==> src/design/ppl1d_pkg.sv <==
// Shared types and constants for the 1-D leapfrog particle pusher.
`timescale 1ns / 1ps
package ppl1d_pkg;

    // Field widths of the command and result beats
    localparam int OP_W       = 2;
    localparam int NODE_W     = 11;
    localparam int FIELD_W    = 32;
    localparam int POS_W      = 26;
    localparam int VEL_W      = 32;
    localparam int CELLS_W    = 11;
    localparam int LEN_W      = POS_W + 1;

    // Configuration port
    localparam int CFG_IDX_W  = 2;
    localparam int CFG_DATA_W = 32;

    localparam logic [CFG_IDX_W-1:0] CFG_VEL_COEFF    = 2'd0;
    localparam logic [CFG_IDX_W-1:0] CFG_POS_COEFF    = 2'd1;
    localparam logic [CFG_IDX_W-1:0] CFG_CELLS_IN_USE = 2'd2;

    localparam logic signed [31:0] VEL_COEFF_RST    = 32'sd65536;
    localparam logic [31:0]        POS_COEFF_RST    = 32'd65536;
    localparam logic [CELLS_W-1:0] CELLS_IN_USE_RST = 11'd1024;

    // Operation codes
    localparam logic [OP_W-1:0] OP_LOAD   = 2'd0;
    localparam logic [OP_W-1:0] OP_PUSH   = 2'd1;
    localparam logic [OP_W-1:0] OP_REWIND = 2'd2;

    // Velocity kick rounding: full step for push, half step for rewind
    localparam int KICK_SHIFT_PUSH   = 16;
    localparam int KICK_SHIFT_REWIND = 17;

    // Particle traveling down the pipe
    typedef struct packed {
        logic                    valid;
        logic                    is_push;
        logic [POS_W-1:0]        pos;
        logic signed [VEL_W-1:0] vel;
    } item_t;

    // Finished result ahead of the output register
    typedef struct packed {
        logic                    valid;
        logic [POS_W-1:0]        pos;
        logic signed [VEL_W-1:0] vel;
        logic                    skip;
    } result_t;

endpackage

==> src/design/ppl1d_gather.sv <==
// Linear field interpolation: E = f0 + (f1 - f0) * d, rounded.
`timescale 1ns / 1ps
module ppl1d_gather #(
    parameter int POS_FRAC_BITS = 16
) (
    input  logic                     clk,
    input  logic                     rst_n,
    input  logic                     en,
    input  ppl1d_pkg::item_t         item,
    input  logic [POS_FRAC_BITS-1:0] frac,
    input  logic signed [31:0]       node_lo,
    input  logic signed [31:0]       node_hi,
    output ppl1d_pkg::item_t         item_out,
    output logic signed [31:0]       field_e
);
    import ppl1d_pkg::*;

    localparam int PROD_W = 34 + POS_FRAC_BITS;
    localparam int ACC_W  = 35 + POS_FRAC_BITS;
    localparam logic signed [ACC_W-1:0] ACC_HALF = ACC_W'(1) << (POS_FRAC_BITS - 1);

    item_t                     item_a_reg, item_b_reg, item_c_reg;
    logic signed [32:0]        diff_reg;
    logic signed [31:0]        f0_a_reg, f0_b_reg;
    logic [POS_FRAC_BITS-1:0]  frac_a_reg;
    logic signed [PROD_W-1:0]  prod_reg, prod_next;
    logic signed [ACC_W-1:0]   acc_next, acc_shift;
    logic signed [31:0]        e_reg;

    always_comb
    begin
        prod_next = diff_reg * signed'({1'b0, frac_a_reg});
        acc_next  = (ACC_W'(f0_b_reg) <<< POS_FRAC_BITS) + ACC_W'(prod_reg) + ACC_HALF;
        acc_shift = acc_next >>> POS_FRAC_BITS;
    end

    always_ff @(posedge clk or negedge rst_n)
    begin
        if (!rst_n)
        begin
            item_a_reg <= '0;
            item_b_reg <= '0;
            item_c_reg <= '0;
        end
        else if (en)
        begin
            item_a_reg <= item;
            item_b_reg <= item_a_reg;
            item_c_reg <= item_b_reg;
        end
    end

    always_ff @(posedge clk)
    begin
        if (en)
        begin
            diff_reg   <= 33'(node_hi) - 33'(node_lo);
            f0_a_reg   <= node_lo;
            frac_a_reg <= frac;
            prod_reg   <= prod_next;
            f0_b_reg   <= f0_a_reg;
            e_reg      <= acc_shift[31:0];
        end
    end

    assign item_out = item_c_reg;
    assign field_e  = e_reg;

endmodule

==> config.mk <==
export PLATFORM = sky130hd
export DESIGN_NAME = ppl1d_gather
export DESIGN_NICKNAME = d
export VERILOG_FILES = /design/src/design/ppl1d_pkg.sv /design/src/design/ppl1d_gather.sv
export SDC_FILE = /design/constraint.sdc
export NUM_CORES = 2
export LEC_CHECK = 0
export ABC_AREA = 1
export BUFFER_PORTS_ARGS = -buffer_cell sky130_fd_sc_hd__buf_4
export CAP_MARGIN = 0
export CORE_MARGIN = 2
export CORE_UTILIZATION = 31
export CTS_BUF_LIST = sky130_fd_sc_hd__clkbuf_8
export DETAILED_ROUTE_END_ITERATION = 12
export PLACE_DENSITY = 0.45
export SLEW_MARGIN = 10
export SYNTH_ARGS = -nofsm -noshare
export SYNTH_HDL_FRONTEND = slang
export SYNTH_SLANG_ARGS = --single-unit
==> constraint.sdc <==
create_clock -name clk -period 14.7 [get_ports clk]
set_input_delay 0.735 -clock clk [delete_from_list [all_inputs] [get_ports clk]]
set_output_delay 0.735 -clock clk [all_outputs]
set_load 0.01 [all_outputs]
# Yosys cells after proc, flatten, opt, wreduce, memory -nomap -nowiden
# Index checks and enable logic that the tools add are counted.
[totals]
regBits = 373
in_bits = 143
output_inout_bits = 92
elab_cells = 22
[classes]
n_addsub = 3
mul = 1
[op_table]
columns = ["cell", "n"]
rows = [
  ["$add 48x17->48 const B", 1],
  ["$add 48x48->48", 1],
  ["$mul 33x17->48", 1],
  ["$sub 32x32->33", 1],
]

# Logic depth before layout (Yosys ltp)
[logic_depth]
depth_word = 2
depth_mapped = 28
ltp_nobuf = 26

# Worst setup path before layout
# Ideal clock, no wire load.
[synth_path]
kind = "register to register"
from = "register diff_reg[32]"
to = "register prod_reg[47], data pin"
setup_ns = 0.252
arrival_time_ns = 5.508
required_time_ns = 14.448
path_slack_ns = 8.940
path_stages_with_launch = 25
path_buffers = 2
synth_period_minus_slack_ns = 5.760
path_cell_list = "edfxtp_1 clkbuf_1 clkbuf_1 nand2_1 fa_1 fa_1 inv_1 fa_1 fa_1 fa_1 inv_1 fa_1 inv_1 ha_1 nand2_1 inv_1 nand2_1 nor3_1 nand2_1 nor2_1 nand2_1 nand3_1 inv_1 nand2_1 nand2_1"
[synth_between]
elab_chain_len = 1
[synth_rtl]
columns = ["element", "line_no", "source"]
rows = [
  ["from (decl)", "ppl1d_gather.sv:23", "logic signed [32:0] diff_reg;"],
  ["from (signal assigned)", "ppl1d_gather.sv:57", "diff_reg <= 33'(node_hi) - 33'(node_lo);"],
  ["$mul 33x17->48", "ppl1d_gather.sv:32", "prod_next = diff_reg * signed'({1'b0, frac_a_reg});"],
  ["via prod_next[47]", "ppl1d_gather.sv:26", "logic signed [PROD_W-1:0] prod_reg, prod_next;"],
  ["to (signal assigned)", "ppl1d_gather.sv:60", "prod_reg <= prod_next;"],
  ["to (decl)", "ppl1d_gather.sv:26", ""],
]
# The timed path passes the listed nets, and every way through them passes these cells.
# A chain may end at the register's enable or synchronous reset.

# Worst setup path in the final report
[layout_path]
from = "register diff_reg[32]"
to = "register prod_reg[46], data pin"
# Same word-level chain as after synthesis.

==> reports/results.ini <==
[cells_and_area]
multi_input_area_sq_um = 21000
nNetsFinal = 5236
fill_cells = 11972
syn_to_final_growth_pct = 13.2
seqCellArea_sq_um = 9850
drive_gt1_frac = 0.102

[synth]
yosysSeqAreaShare = 0.276
ys.warnings.count = 0
synth_compound_area_frac = 0.0550
synth_area_leaders = fa_1, edfxtp_1, dfrtp_1
syn_inst = 4250
synth_async_sr_flop_share = 0.503
synth_mux_area_frac = 0.0189
synthFlopType = dfrtp_1
synth_area_leader_cell = fa_1
syn_avg_cell_area_sq_um = 8.41
synth_top_family_by_area = adder cells
ys_ff_latch = 358
syn_nets = 5059
synth_area_sq_um = 35700
synth-adder-area-share = 0.336
synthSimpleGateAreaFrac = 0.163
yosysMostFrequentCell = inv_1
synth.distinct_cells = 43
netlist_top_cells_count = inv_1, nand2_1, fa_1
synthXorXnorAreaFrac = 0.0149
synth_top_cell_area_share = 0.275
synth_edf_count = 178

[clock_network]
cts.sinks = 358
root_buffer = clkbuf_8
clockBufferDepth = 3
clkLatencyLatePin_ns = 0.72
cts_resized = 0
cts-htree-levels = 3
hold_buffers = 0
cts_setup_buffers = 0
clk_pin_slew_worst_paths_ns = 0.07
numCtsBuffers = 70
cts_tree = yes

[timing]
fmax_mhz = 154
setup_violations = 0
rsz0062_at_grt = false
maxSlewViolCount = 0
worst_pin_slew_ns = 1.12
fin_ws_ns = 8.21
period_share = 0.441
relSlewSlack = 0.254
fin_crit_ns = 6.49
clock_skew_ns = 0.0271
hold_violations = 0
totalNegativeSetupSlack_ns = 0
holdWs_ns = 0.166

[drt]
post_drt_wl_per_cell_microns = 18.2
route.detailed.drc = 0
wirelength_microns = 109000
dr.first_iter.drc_count = 1551
dr.pass1.iters = 7
detail-route-antenna-nets = 0
vias_per_cell = 4.47
vias = 26808

[placed_design]
io_buffers = 234
place_ws_ns = 8.23
place.gp.congestion = 0.912
hpwlAfterDp_microns = 84800

[global_routing]
grt_use_met3 = 0.0274
grt_pass1_vias = 28409
met1_usage = 0.260
met2_usage = 0.315
grt.overflow.total = 0
grt_pass1_wl_microns = 169000
top_usage_layer = met2
grt.total_usage = 0.190
antenna_found_initial = 4
grt_max_degree = 159

[critical_path]
required_ns = 15.17
path_class = reg2reg
crit_fanout = 16
start_kind = flop
endpoint_kind = flop
reg2reg_depth = 18
timing.rr.end = prod_reg[46]
critPathArrivalTime_ns = 6.95
r2r_start = diff_reg[32]
r2r_slack_ns = 8.21

[job]
drv_cap = 0

[die]
die_area_sq_um = 118000
die_w_microns = 344
start_util = 0.313
core_area_sq_um = 114000
row_count = 124
die_h_microns = 344
io_pins = 235

[outcome]
status = finished clean

[hold_path]
hold_path.class = in2async

-- logic make-up (layout without fill, tap and decap cells) --
group | count (synthesis) | count (layout)
compound gates | 353 | 353
mux | 60 | 60
other cells | 0 | 2
flops | 358 | 358
simple gates | 1462 | 1462
xor+xnor | 61 | 61
fa+ha+maj | 666 | 666
buf+inv | 1290 | 1522
-- per-stage QoR --
stage / cells / instance area [sq um] / utilization
global route: 5996 / 40400 / 0.354
finish: 5996 / 40400 / 0.354
detailed placement: 5867 / 39000 / 0.341
floorplan: 4250 / 35700 / -
CTS: 5994 / 40400 / 0.354
global placement: 5867 / 39000 / 0.341
-- metal layers --
metal	part of all wire	up-vias
li1	-	12883
met1	0.46	13253
met2	0.47	555
met3	0.049	117
met4	0.020	0
met5	0	-
-- cell type report --
class,instances,share of cell area
multi-input combinational,2602,0.520
sequential,358,0.244
inverter,1131,0.105
timing repair buffer,264,0.0493
tap,1512,0.0468
clock buffer,75,0.0255
clock inverter,52,0.00987
antenna,2,0.000124
-- critical path: stages, from the launching register on --
cell      delay [ns]
edfxtp_1        0.79
nand2_1         0.27
fa_1            0.79
fa_1            0.52
inv_1           0.29
fa_1            0.51
fa_1            0.51
fa_1            0.49
inv_1           0.05
fa_1            0.47
inv_1           0.04
ha_1            0.41
nand2_1         0.11
nor3_1          0.23
nand2_1         0.15
nor2_1          0.17
nand3_1         0.21
nand4_1         0.15
nand2_1         0.07
-- how the worst max path moves through the flow --
stage,end,from,depth (start not counted)
2_1_floorplan,prod_reg[47],diff_reg[32],24
3_3_place_gp,prod_reg[46],diff_reg[32],18
3_5_place_dp,prod_reg[46],diff_reg[32],18
4_1_cts,prod_reg[46],diff_reg[32],18
5_1_grt,prod_reg[46],diff_reg[32],18
6_report,prod_reg[46],diff_reg[32],18
-- layout by cell type (no fill, tap or decap), types with 6 or more instances in the layout --
master	count
a21boi_0	12
a21o_1	11
a21oi_1	166
buf_4	262
clkbuf_8	75
clkinv_1	9
clkinv_2	6
dfrtp_1	180
edfxtp_1	178
fa_1	491
ha_1	175
inv_1	1146
inv_2	10
mux2_2	60
nand2_1	1090
nand2_2	8
nand3_1	90
nand3b_1	8
nand4_1	17
nor2_1	205
nor2_4	6
nor3_1	14
o21ai_0	110
o21bai_1	29
xnor2_1	10
xor2_1	51
Power is not shown: default switching activity piles up to over one toggle a cycle in this logic, so the estimate is an artifact.
